## config.mk

```make
export PLATFORM = sky130hd
export DESIGN_NAME = bmp_region_splitter
export DESIGN_NICKNAME = d
export VERILOG_FILES = /design/src/sv/bmp_rs_pkg.sv /design/src/sv/bmp_rs_front.sv /design/src/sv/bmp_rs_fifo.sv /design/src/sv/bmp_rs_back.sv /design/src/sv/bmp_region_splitter.sv
export SDC_FILE = /design/constraint.sdc
export NUM_CORES = 2
export LEC_CHECK = 0
export BUFFER_PORTS_ARGS = -buffer_cell sky130_fd_sc_hd__buf_4
export CAP_MARGIN = 25
export CORE_ASPECT_RATIO = 0.5
export CORE_UTILIZATION = 35
export CTS_CLUSTER_DIAMETER = 40
export DETAILED_ROUTE_END_ITERATION = 10
export PLACE_DENSITY = 0.52
export SLEW_MARGIN = 20
export SYNTH_ARGS = -nofsm -noshare
export SYNTH_HDL_FRONTEND = slang
export SYNTH_SLANG_ARGS = --single-unit
export TNS_END_PERCENT = 20
```

## constraint.sdc

```tcl
create_clock -name clk -period 17.3 [get_ports clk]
set_input_delay 0.865 -clock clk [delete_from_list [all_inputs] [get_ports clk]]
set_output_delay 0.865 -clock clk [all_outputs]
set_load 0.03 [all_outputs]
```

## src/sv/bmp_rs_pkg.sv

```systemverilog
// ----------------------------------------------------------------------------
// bmp_rs_pkg: shared types and constants of the BMP region splitter
// Record layout, queue entry layout, result kinds and header constants.
// ----------------------------------------------------------------------------
package bmp_rs_pkg;

	// Width of the internal byte position and destination offset counters.
	localparam int OFF_W = 32;
	// Width that holds a position plus one plus a whole row without overflow.
	localparam int WIDE_W = (OFF_W + 2 > 35) ? OFF_W + 2 : 35;
	// Width of a row length: three bytes per pixel of a 32-bit width.
	localparam int ROW_W = 34;

	// Result kinds.
	localparam logic [1:0] KIND_CRIT    = 2'd0;
	localparam logic [1:0] KIND_NONCRIT = 2'd1;
	localparam logic [1:0] KIND_FAIL    = 2'd2;
	localparam logic [1:0] KIND_DONE    = 2'd3;

	// File and info header constants.
	localparam logic [7:0]  SIG_B        = 8'h42;
	localparam logic [7:0]  SIG_M        = 8'h4D;
	localparam logic [15:0] DEPTH_24     = 16'd24;
	localparam int          FILE_HDR_END = 13;
	localparam int          HDR_LEN      = 54;
	localparam int          HDR_END      = HDR_LEN - 1;

	// Depth of the queue between front and back.
	localparam int QDEPTH = 4;
	localparam int QPTR_W = $clog2(QDEPTH);

	// One result record, offsets already cut to 32 bits.
	typedef struct packed {
		logic [1:0]  kind;
		logic [31:0] src_start;
		logic [31:0] src_end;
		logic [31:0] dst_start;
		logic [31:0] dst_end;
	} rec_t;

	// A queue entry: the first record of a byte and an optional trailing
	// stop record (failure or finish), which always has zero offsets.
	typedef struct packed {
		rec_t       rec;
		logic       stop2;
		logic [1:0] stop_kind;
	} entry_t;

	// Write side of the queue.
	typedef struct packed {
		logic   push;
		entry_t ent;
	} q_wr_t;

	// Read side of the queue.
	typedef struct packed {
		logic   avail;
		entry_t ent;
	} q_rd_t;

endpackage

```

## src/sv/bmp_rs_front.sv

```systemverilog
// ----------------------------------------------------------------------------
// bmp_rs_front: byte parser of the BMP region splitter
// Tracks the file position, captures the header fields and classifies each
// byte, producing at most one range record plus one stop record per beat.
// ----------------------------------------------------------------------------
module bmp_rs_front (
	input  logic                    clk,
	input  logic                    arst_n,
	input  logic                    cfg_we,
	input  logic [31:0]             cfg_wdata,
	input  logic                    in_valid,
	input  logic                    in_ready,
	input  logic [7:0]              byte_in,
	input  logic                    first_in,
	output bmp_rs_pkg::q_wr_t       q_wr
);
	import bmp_rs_pkg::*;

	// Parse phases.
	localparam logic [2:0] PH_IDLE    = 3'd0;
	localparam logic [2:0] PH_HEADER  = 3'd1;
	localparam logic [2:0] PH_GAP     = 3'd2;
	localparam logic [2:0] PH_PIXELS  = 3'd3;
	localparam logic [2:0] PH_PADDING = 3'd4;
	localparam logic [2:0] PH_STOPPED = 3'd5;

	logic [31:0]      fs_q;
	logic [2:0]       phase_q, phase_d;
	logic [OFF_W-1:0] pos_q, pos_d;
	logic [OFF_W-1:0] crit_q, crit_d;
	logic [OFF_W-1:0] nc_q, nc_d;
	logic [OFF_W-1:0] rs_q, rs_d;
	logic [31:0]      w_q, w_d;
	logic [31:0]      h_q, h_d;
	logic [15:0]      depth_q, depth_d;
	logic [31:0]      ps_q, ps_d;
	logic [31:0]      rows_q, rows_d;
	logic [ROW_W-1:0] wcnt_q, wcnt_d;
	logic [ROW_W-1:0] rp_q;
	logic [1:0]       pad_q;
	logic [ROW_W-1:0] rt_q;
	logic [ROW_W-1:0] rp_c;

	logic             accept;
	logic [2:0]       phase;
	logic [OFF_W-1:0] pos;
	logic [OFF_W-1:0] len;
	logic [WIDE_W-1:0] pos_w1;
	logic [WIDE_W-1:0] br_next;
	logic             br_fail;
	logic             br_rows_zero;
	logic             do_br;
	logic [ROW_W-1:0] wcnt_n;
	logic [31:0]      rows_new;
	entry_t           ent;
	logic             r0_v;

	assign accept = in_valid && in_ready;

	// Row geometry follows the captured width; it settles long before the
	// first row starts, so registering it keeps the row check path short.
	assign rp_c = {2'b00, w_q} + {1'b0, w_q, 1'b0};

	always_ff @(posedge clk) begin
		rp_q  <= rp_c;
		pad_q <= 2'(2'd0 - rp_c[1:0]);
		rt_q  <= rp_q + ROW_W'(pad_q);
	end

	// Next-state and record generation for one beat.
	always_comb begin
		phase        = first_in ? PH_HEADER : phase_q;
		pos          = first_in ? '0 : pos_q;
		pos_w1       = WIDE_W'(pos) + WIDE_W'(1);
		wcnt_n       = wcnt_q + ROW_W'(1);
		rows_new     = h_q[31] ? (~h_q + 32'd1) : h_q;
		len          = '0;
		ent          = '0;
		ent.stop_kind = KIND_DONE;
		r0_v         = 1'b0;
		do_br        = 1'b0;
		br_rows_zero = 1'b0;

		if (first_in) begin
			pos_d   = '0;
			crit_d  = '0;
			nc_d    = '0;
			rs_d    = '0;
			w_d     = '0;
			h_d     = '0;
			depth_d = '0;
			ps_d    = '0;
			rows_d  = '0;
			wcnt_d  = '0;
		end else begin
			pos_d   = pos_q;
			crit_d  = crit_q;
			nc_d    = nc_q;
			rs_d    = rs_q;
			w_d     = w_q;
			h_d     = h_q;
			depth_d = depth_q;
			ps_d    = ps_q;
			rows_d  = rows_q;
			wcnt_d  = wcnt_q;
		end
		phase_d = phase;

		br_next = (phase == PH_HEADER) ? WIDE_W'(HDR_LEN) : pos_w1;
		br_fail = (br_next + WIDE_W'(rt_q)) > WIDE_W'(fs_q);

		if (phase != PH_IDLE && phase != PH_STOPPED) begin
			pos_d = pos + OFF_W'(1);
		end

		case (phase)
			PH_HEADER: begin
				// Header field capture, little-endian.
				case (pos[5:0])
					6'd10: ps_d[7:0]      = byte_in;
					6'd11: ps_d[15:8]     = byte_in;
					6'd12: ps_d[23:16]    = byte_in;
					6'd13: ps_d[31:24]    = byte_in;
					6'd18: w_d[7:0]       = byte_in;
					6'd19: w_d[15:8]      = byte_in;
					6'd20: w_d[23:16]     = byte_in;
					6'd21: w_d[31:24]     = byte_in;
					6'd22: h_d[7:0]       = byte_in;
					6'd23: h_d[15:8]      = byte_in;
					6'd24: h_d[23:16]     = byte_in;
					6'd25: h_d[31:24]     = byte_in;
					6'd28: depth_d[7:0]   = byte_in;
					6'd29: depth_d[15:8]  = byte_in;
					default: begin
					end
				endcase

				if (pos == '0) begin
					// Empty file finishes at once; bad first byte or short file fails.
					if (fs_q == 32'd0) begin
						r0_v         = 1'b1;
						ent.rec.kind = KIND_DONE;
						phase_d      = PH_STOPPED;
					end else if (byte_in != SIG_B || fs_q < 32'(HDR_LEN)) begin
						r0_v         = 1'b1;
						ent.rec.kind = KIND_FAIL;
						phase_d      = PH_STOPPED;
					end
				end else if (pos == OFF_W'(1)) begin
					if (byte_in != SIG_M) begin
						r0_v         = 1'b1;
						ent.rec.kind = KIND_FAIL;
						phase_d      = PH_STOPPED;
					end
				end else if (pos == OFF_W'(FILE_HDR_END)) begin
					r0_v              = 1'b1;
					ent.rec.kind      = KIND_CRIT;
					ent.rec.src_start = 32'd0;
					ent.rec.src_end   = 32'(FILE_HDR_END);
					ent.rec.dst_start = 32'd0;
					ent.rec.dst_end   = 32'(FILE_HDR_END);
					crit_d            = OFF_W'(FILE_HDR_END + 1);
				end else if (pos == OFF_W'(HDR_END)) begin
					r0_v              = 1'b1;
					ent.rec.kind      = KIND_CRIT;
					ent.rec.src_start = 32'(FILE_HDR_END + 1);
					ent.rec.src_end   = 32'(HDR_END);
					ent.rec.dst_start = 32'(FILE_HDR_END + 1);
					ent.rec.dst_end   = 32'(HDR_END);
					crit_d            = OFF_W'(HDR_LEN);
					// Header field checks.
					if (ps_q > fs_q || depth_q != DEPTH_24 || w_q == 32'd0 ||
						w_q[31] || h_q == 32'd0) begin
						ent.stop2     = 1'b1;
						ent.stop_kind = KIND_FAIL;
						phase_d       = PH_STOPPED;
					end else begin
						rows_d = rows_new;
						if (ps_q > 32'(HDR_LEN)) begin
							phase_d = PH_GAP;
							rs_d    = OFF_W'(HDR_LEN);
						end else begin
							do_br        = 1'b1;
							br_rows_zero = (rows_new == 32'd0);
						end
					end
				end
			end

			PH_GAP: begin
				// The gap ends on the byte before the pixel offset.
				if (pos_w1 == WIDE_W'(ps_q)) begin
					len               = pos + OFF_W'(1) - rs_q;
					r0_v              = 1'b1;
					ent.rec.kind      = KIND_CRIT;
					ent.rec.src_start = 32'(rs_q);
					ent.rec.src_end   = 32'(pos);
					ent.rec.dst_start = 32'(crit_q);
					ent.rec.dst_end   = 32'(crit_q + len - OFF_W'(1));
					crit_d            = crit_q + len;
					do_br             = 1'b1;
					br_rows_zero      = (rows_q == 32'd0);
				end
			end

			PH_PIXELS: begin
				wcnt_d = wcnt_n;
				if (wcnt_n == rp_q) begin
					len               = OFF_W'(rp_q);
					r0_v              = 1'b1;
					ent.rec.kind      = KIND_NONCRIT;
					ent.rec.src_start = 32'(rs_q);
					ent.rec.src_end   = 32'(pos);
					ent.rec.dst_start = 32'(nc_q);
					ent.rec.dst_end   = 32'(nc_q + len - OFF_W'(1));
					nc_d              = nc_q + len;
					if (pad_q != 2'd0) begin
						phase_d = PH_PADDING;
						rs_d    = pos + OFF_W'(1);
						wcnt_d  = '0;
					end else begin
						rows_d       = rows_q - 32'd1;
						do_br        = 1'b1;
						br_rows_zero = (rows_q == 32'd1);
					end
				end
			end

			PH_PADDING: begin
				wcnt_d = wcnt_n;
				if (wcnt_n == ROW_W'(pad_q)) begin
					len               = OFF_W'(pad_q);
					r0_v              = 1'b1;
					ent.rec.kind      = KIND_CRIT;
					ent.rec.src_start = 32'(rs_q);
					ent.rec.src_end   = 32'(pos);
					ent.rec.dst_start = 32'(crit_q);
					ent.rec.dst_end   = 32'(crit_q + len - OFF_W'(1));
					crit_d            = crit_q + len;
					rows_d            = rows_q - 32'd1;
					do_br             = 1'b1;
					br_rows_zero      = (rows_q == 32'd1);
				end
			end

			default: begin
			end
		endcase

		// Start of the next row: finish, failure on overrun, or pixels.
		if (do_br) begin
			if (br_rows_zero) begin
				ent.stop2     = 1'b1;
				ent.stop_kind = KIND_DONE;
				phase_d       = PH_STOPPED;
			end else if (br_fail) begin
				ent.stop2     = 1'b1;
				ent.stop_kind = KIND_FAIL;
				phase_d       = PH_STOPPED;
			end else begin
				phase_d = PH_PIXELS;
				rs_d    = OFF_W'(br_next);
				wcnt_d  = '0;
			end
		end
	end

	assign q_wr.push = accept && r0_v;
	assign q_wr.ent  = ent;

	// File size register.
	always_ff @(posedge clk or negedge arst_n) begin
		if (!arst_n) begin
			fs_q <= '0;
		end else if (cfg_we) begin
			fs_q <= cfg_wdata;
		end
	end

	// Parser state, updated on every accepted beat.
	always_ff @(posedge clk or negedge arst_n) begin
		if (!arst_n) begin
			phase_q <= PH_IDLE;
			pos_q   <= '0;
			crit_q  <= '0;
			nc_q    <= '0;
			rs_q    <= '0;
			w_q     <= '0;
			h_q     <= '0;
			depth_q <= '0;
			ps_q    <= '0;
			rows_q  <= '0;
			wcnt_q  <= '0;
		end else if (accept) begin
			phase_q <= phase_d;
			pos_q   <= pos_d;
			crit_q  <= crit_d;
			nc_q    <= nc_d;
			rs_q    <= rs_d;
			w_q     <= w_d;
			h_q     <= h_d;
			depth_q <= depth_d;
			ps_q    <= ps_d;
			rows_q  <= rows_d;
			wcnt_q  <= wcnt_d;
		end
	end

endmodule

```

## src/sv/bmp_rs_fifo.sv

```systemverilog
// ----------------------------------------------------------------------------
// bmp_rs_fifo: record queue of the BMP region splitter
// A short queue of entries between the parser and the output stage.
// ----------------------------------------------------------------------------
module bmp_rs_fifo (
	input  logic              clk,
	input  logic              arst_n,
	input  bmp_rs_pkg::q_wr_t wr,
	input  logic              pop,
	output bmp_rs_pkg::q_rd_t rd,
	output logic              full
);
	import bmp_rs_pkg::*;

	entry_t            mem_q [QDEPTH];
	logic [QPTR_W-1:0] wptr_q;
	logic [QPTR_W-1:0] rptr_q;
	logic [QPTR_W:0]   cnt_q;
	logic              do_pop;

	assign full     = (cnt_q == (QPTR_W + 1)'(QDEPTH));
	assign rd.avail = (cnt_q != '0);
	assign rd.ent   = mem_q[rptr_q];
	assign do_pop   = pop && rd.avail;

	// Entry storage.
	always_ff @(posedge clk) begin
		if (wr.push) begin
			mem_q[wptr_q] <= wr.ent;
		end
	end

	// Pointers and fill count.
	always_ff @(posedge clk or negedge arst_n) begin
		if (!arst_n) begin
			wptr_q <= '0;
			rptr_q <= '0;
			cnt_q  <= '0;
		end else begin
			if (wr.push) begin
				wptr_q <= (wptr_q == QPTR_W'(QDEPTH - 1)) ? '0 : wptr_q + QPTR_W'(1);
			end
			if (do_pop) begin
				rptr_q <= (rptr_q == QPTR_W'(QDEPTH - 1)) ? '0 : rptr_q + QPTR_W'(1);
			end
			if (wr.push && !do_pop) begin
				cnt_q <= cnt_q + (QPTR_W + 1)'(1);
			end else if (do_pop && !wr.push) begin
				cnt_q <= cnt_q - (QPTR_W + 1)'(1);
			end
		end
	end

endmodule

```

## src/sv/bmp_rs_back.sv

```systemverilog
// ----------------------------------------------------------------------------
// bmp_rs_back: output stage of the BMP region splitter
// Unpacks queue entries into single records and holds them in an output
// register until the downstream side takes the beat.
// ----------------------------------------------------------------------------
module bmp_rs_back (
	input  logic              clk,
	input  logic              arst_n,
	input  bmp_rs_pkg::q_rd_t rd,
	output logic              pop,
	output logic              out_valid,
	input  logic              out_ready,
	output bmp_rs_pkg::rec_t  out_rec,
	output logic              out_last
);
	import bmp_rs_pkg::*;

	logic out_valid_q;
	rec_t out_rec_q;
	logic out_last_q;
	logic sub_q;
	logic load;
	rec_t nxt_rec;
	logic nxt_last;

	assign load = rd.avail && (!out_valid_q || out_ready);

	// Pick the record of the head entry that goes out next.
	always_comb begin
		if (sub_q) begin
			nxt_rec      = '0;
			nxt_rec.kind = rd.ent.stop_kind;
			nxt_last     = 1'b1;
		end else begin
			nxt_rec  = rd.ent.rec;
			nxt_last = !rd.ent.stop2;
		end
	end

	// The entry leaves the queue with its final record.
	assign pop = load && nxt_last;

	always_ff @(posedge clk) begin
		if (load) begin
			out_rec_q  <= nxt_rec;
			out_last_q <= nxt_last;
		end
	end

	always_ff @(posedge clk or negedge arst_n) begin
		if (!arst_n) begin
			out_valid_q <= 1'b0;
			sub_q       <= 1'b0;
		end else begin
			if (load) begin
				out_valid_q <= 1'b1;
				sub_q       <= !nxt_last;
			end else if (out_ready) begin
				out_valid_q <= 1'b0;
			end
		end
	end

	assign out_valid = out_valid_q;
	assign out_rec   = out_rec_q;
	assign out_last  = out_last_q;

endmodule

```

## src/sv/bmp_region_splitter.sv

```systemverilog
// ----------------------------------------------------------------------------
// A result beat passes through the queue and then the output register before it appears.
// Throughput: one input byte per cycle while the queue is not full; a byte that yields
// two records sends them as two output beats, absorbed by a four-entry queue.
// The byte rate is set by the parser's single row-fit add and compare.
// Reset: arst_n clears the parser to idle, file_size to zero, and empties the
// queue and output register; no clearing pass is needed.
// ----------------------------------------------------------------------------
// bmp_region_splitter: 24-bit BMP critical/non-critical region splitter
// Parses a BMP file byte by byte and emits range records for header, gap,
// padding and pixel regions, plus failure or finish reports.
// ----------------------------------------------------------------------------
module bmp_region_splitter (
	input  logic         clk,
	input  logic         arst_n,
	input  logic         cfg_we,
	input  logic [31:0]  cfg_wdata,      // file_size
	input  logic         s_tvalid,
	output logic         s_tready,
	input  logic [7:0]   s_tdata,        // byte_value
	input  logic [0:0]   s_tuser,        // first_byte
	output logic         m_tvalid,
	input  logic         m_tready,
	output logic [127:0] m_tdata,        // source_start, source_end, dest_start, dest_end
	output logic [1:0]   m_tuser,        // result_kind
	output logic         m_tlast         // last_of_run
);
	import bmp_rs_pkg::*;

	q_wr_t q_wr;
	q_rd_t q_rd;
	logic  q_full;
	logic  q_pop;
	rec_t  out_rec;

	assign s_tready = !q_full;

	// Parser front.
	bmp_rs_front u_front (
		.clk       (clk),
		.arst_n    (arst_n),
		.cfg_we    (cfg_we),
		.cfg_wdata (cfg_wdata),
		.in_valid  (s_tvalid),
		.in_ready  (s_tready),
		.byte_in   (s_tdata),
		.first_in  (s_tuser[0]),
		.q_wr      (q_wr)
	);

	// Queue between the two sides.
	bmp_rs_fifo u_fifo (
		.clk    (clk),
		.arst_n (arst_n),
		.wr     (q_wr),
		.pop    (q_pop),
		.rd     (q_rd),
		.full   (q_full)
	);

	// Output back end.
	bmp_rs_back u_back (
		.clk       (clk),
		.arst_n    (arst_n),
		.rd        (q_rd),
		.pop       (q_pop),
		.out_valid (m_tvalid),
		.out_ready (m_tready),
		.out_rec   (out_rec),
		.out_last  (m_tlast)
	);

	assign m_tdata = {out_rec.dst_end, out_rec.dst_start, out_rec.src_end, out_rec.src_start};
	assign m_tuser = out_rec.kind;

endmodule

```

==> flow_summary.ini <==
[placement]
post_dp_cell_area_mm2 = 0.0647
dpl.cell_count = 7848
gp_congestion = 0.982
dp_slack_ns = 7.71
io_buffer_count = 178
post-dp-hpwl_um = 159000

[timing]
relSlewSlack = 0.280
fin_crit_ns = 8.89
fin_tns_setup_ns = 0
setup_viol = 0
timing.final.crit_share = 0.514
maxSlewViolCount = 0
hold_violations = 0
grt_setup_unrepaired = false
max_freq_mhz = 113
fin_skew_ns = 0.0651
fin_ws_ns = 8.41
worst_pin_slew_ns = 1.08

[layout]
area_growth_pct = 14.2
fin_cells = 8099
mostFrequentLayoutCells = 659 x edfxtp_1, 432 x nand2_1, 357 x nor2_1
drive_gt1_frac = 0.127
final_cell_area_mm2 = 0.0695
nNetsFinal = 6015
fin_util = 0.405
final_common_cell = edfxtp_1

[cts]
clk_latency_ns = 0.81
root_buffer = clkbuf_16
post_cts_resized = 0
h-tree-depth = 4
cts_sinks = 1077
postCtsSetupBuffers = 0
ctsHoldBuffers = 0
clockBufferDepth = 4
cts_buffers = 138
path_clk_slew_ns = 0.07
cts_tree = done

[critical_path]
reg2reg_from = u_front.pos_q[3]
worstReg2RegEnd = u_front.wcnt_q[16]
start_kind = primary input
cp_data_arrival_time_ns = 9.54
worstPathRequired_ns = 17.95
crit_top_cell = nor2_1
end_kind = flip-flop
crit_slowest_cell = or4_4
critPathCapture = u_front.wcnt_q[16]
rr_worst_depth = 26
crit_path_start = s_tuser
slowest_delay_ns = 0.67
crit_fanout = 60
r2r_setup_slack_ns = 8.70
worstSetupPathType = primary input to flip-flop

[routing]
drcViolationCount = 0
route.met3.wl_um = 16500
ant_nets = 0
vias_per_cell = 5.85
wl_met1_um = 102000
vias = 47400
route.met2.wl_um = 91600
top_layer = met4
initialDrtViolationCount = 5424
firstDrtPassIters = 6
wirelength_um = 215000
routedWlPerCell_um = 26.6

[floorplan]
start_util = 0.355
fp.dieW_um = 592
rows = 107
dieArea_mm2 = 0.176
ios = 179
die_h_um = 297
design.core.area_mm2 = 0.171

[grt]
antenna_found_initial = 14
grt.overflow.total = 0
grt_pass1_wl_um = 314000
grt_pass1_vias = 45600
grt_max_degree = 120
grt_usage = 0.240

[flow_run]
maxCapViolations = 0

[logic_synthesis]
synth_edf_count = 659
synth_warnings = 0
synth_area_mm2 = 0.0609
ys_ff_latch = 1077
ys_types = 106
ys_async_sr_fraction = 0.325
synth.avg_cell_area_um2 = 10.9
seq_area_frac_synth = 0.491
syn_inst = 5582
synth_nets = 5894
ys.flop_type = edfxtp_1

[power]
power.leakage_nw = 26.8
powerDensity_mw_per_mm2 = 132
vdd_drop_max_v = 0.0000929

[run_status]
status = completed

[min_path]
hold_class = primary input to asynchronous set/reset pin
-- state kept, by name (all words and copies together) (netlist names) --
signal,cells
u_fifo.rptr_q,2
u_back.out_last,1
u_front.rp_q,34
u_front.wcnt_q,34
u_front.pos_q,32
u_front.rows_q,32
u_front.h_q,32
u_front.phase_q,3
u_back.sub_q,1
u_front.pad_q,1
u_front.nc_q,32
u_front.ps_q,32
u_back.out_rec,130
u_front.w_q,32
u_fifo.mem_q,528
u_front.rs_q,32
u_front.depth_q,16
u_fifo.cnt_q,3
u_front.crit_q,32
u_fifo.wptr_q,2
u_front.rt_q,33
u_back.out_valid,1
u_front.fs_q,32
-- power breakdown --
group | leakage, nW | total, mW | internal, mW | switching, mW
sequential | 11.2 | 3.42 | 3.18 | 0.238
clock | 2.30 | 2.99 | 1.79 | 1.19
combinational | 13.3 | 2.75 | 1.04 | 1.72
-- per-layer routing --
metal / track usage / vias up
met3: 0.0398 / 279
met5: 0 / -
li1: - / 21200
met1: 0.366 / 24100
met2: 0.351 / 1843
met4: 0.0605 / 0
-- metrics by stage --
stage	total power, mW	hold slack, ns
2_1_floorplan	5.25	0.429
3_3_place_gp	6.21	0.464
3_5_place_dp	6.23	0.478
4_1_cts	9.24	0.235
5_1_grt	9.56	0.278
6_report	9.16	0.243
-- worst min path at each step --
stage / end / cells past startpoint / from / slack, ns
2_1_floorplan: u_front.rp_q[0] / 0 / u_front.w_q[0] / 0.43
3_3_place_gp: u_front.rp_q[0] / 0 / u_front.w_q[0] / 0.46
3_5_place_dp: u_front.depth_q[14] / 1 / u_front.depth_q[14] / 0.48
4_1_cts: u_front.h_q[11] / 1 / arst_n / 0.23
5_1_grt: u_back.out_valid / 2 / m_tready / 0.28
6_report: u_front.fs_q[27] / 1 / arst_n / 0.24
-- cells by family (layout without fill, tap and decap cells) --
logic type	Yosys count	after routing	synth area share
and+or+nand+nor	1865	1865	0.160
AOI/OAI and AO/OA	1305	1305	0.144
DFF	1077	1077	0.491
buffers and inverters	492	716	0.0317
xor gates and xnor gates	398	398	0.0588
adders and majority gates	266	266	0.0570
muxes	179	179	0.0568
other	0	4	0
-- worst max-delay path: cells and delay by family --
kind	cells	cell delay, ns
buf+inv	3	1.05
simple gates	13	2.99
xor+xnor	2	0.52
compound gates	12	3.05
fa+ha+maj	3	0.98
-- cell type report --
type | instances | area, µm²
Timing Repair Buffer | 278 | 2150
Multi-Input combinational cell | 4013 | 29200
Sequential cell | 1077 | 29900
Antenna cell | 4 | 10.0
Fill cell | 16200 | 102000
Clock buffer | 169 | 3790
Inverter | 195 | 732
Tap cell | 2289 | 2860
Clock inverter | 74 | 926
-- synthesized netlist by cell type (29+ instances only) --
| cell | number | share of area |
|---|---|---|
| nor2b_1 | 188 | 0.019 |
| o21ai_0 | 345 | 0.028 |
| mux2i_1 | 34 | 0.0056 |
| nor2_1 | 358 | 0.022 |
| buf_1 | 31 | 0.0019 |
| xnor2_1 | 251 | 0.036 |
| a22o_1 | 174 | 0.025 |
| nor3_1 | 141 | 0.012 |
| xor2_1 | 140 | 0.020 |
| o21a_1 | 40 | 0.0049 |
| a21o_1 | 69 | 0.0085 |
| inv_1 | 193 | 0.012 |
| mux4_2 | 132 | 0.049 |
| dfrtp_1 | 350 | 0.14 |
| nand2_1 | 433 | 0.027 |
| buf_2 | 32 | 0.0026 |
| nor4_1 | 96 | 0.0099 |
| a31oi_1 | 35 | 0.0036 |
| nand4_1 | 97 | 0.010 |
| ha_1 | 247 | 0.051 |
| edfxtp_1 | 659 | 0.32 |
| o21bai_1 | 33 | 0.0041 |
| clkbuf_1 | 225 | 0.014 |
| nand3_1 | 144 | 0.012 |
| nand2b_1 | 50 | 0.0051 |
| and3_1 | 61 | 0.0063 |
| o2bb2ai_1 | 29 | 0.0042 |
| or3_1 | 43 | 0.0044 |
| o22ai_1 | 31 | 0.0032 |
| dfxtp_1 | 68 | 0.022 |
| and2_1 | 75 | 0.0077 |
| o31ai_1 | 35 | 0.0043 |
| a21oi_1 | 239 | 0.020 |
Power figures use the tool's default switching activity.
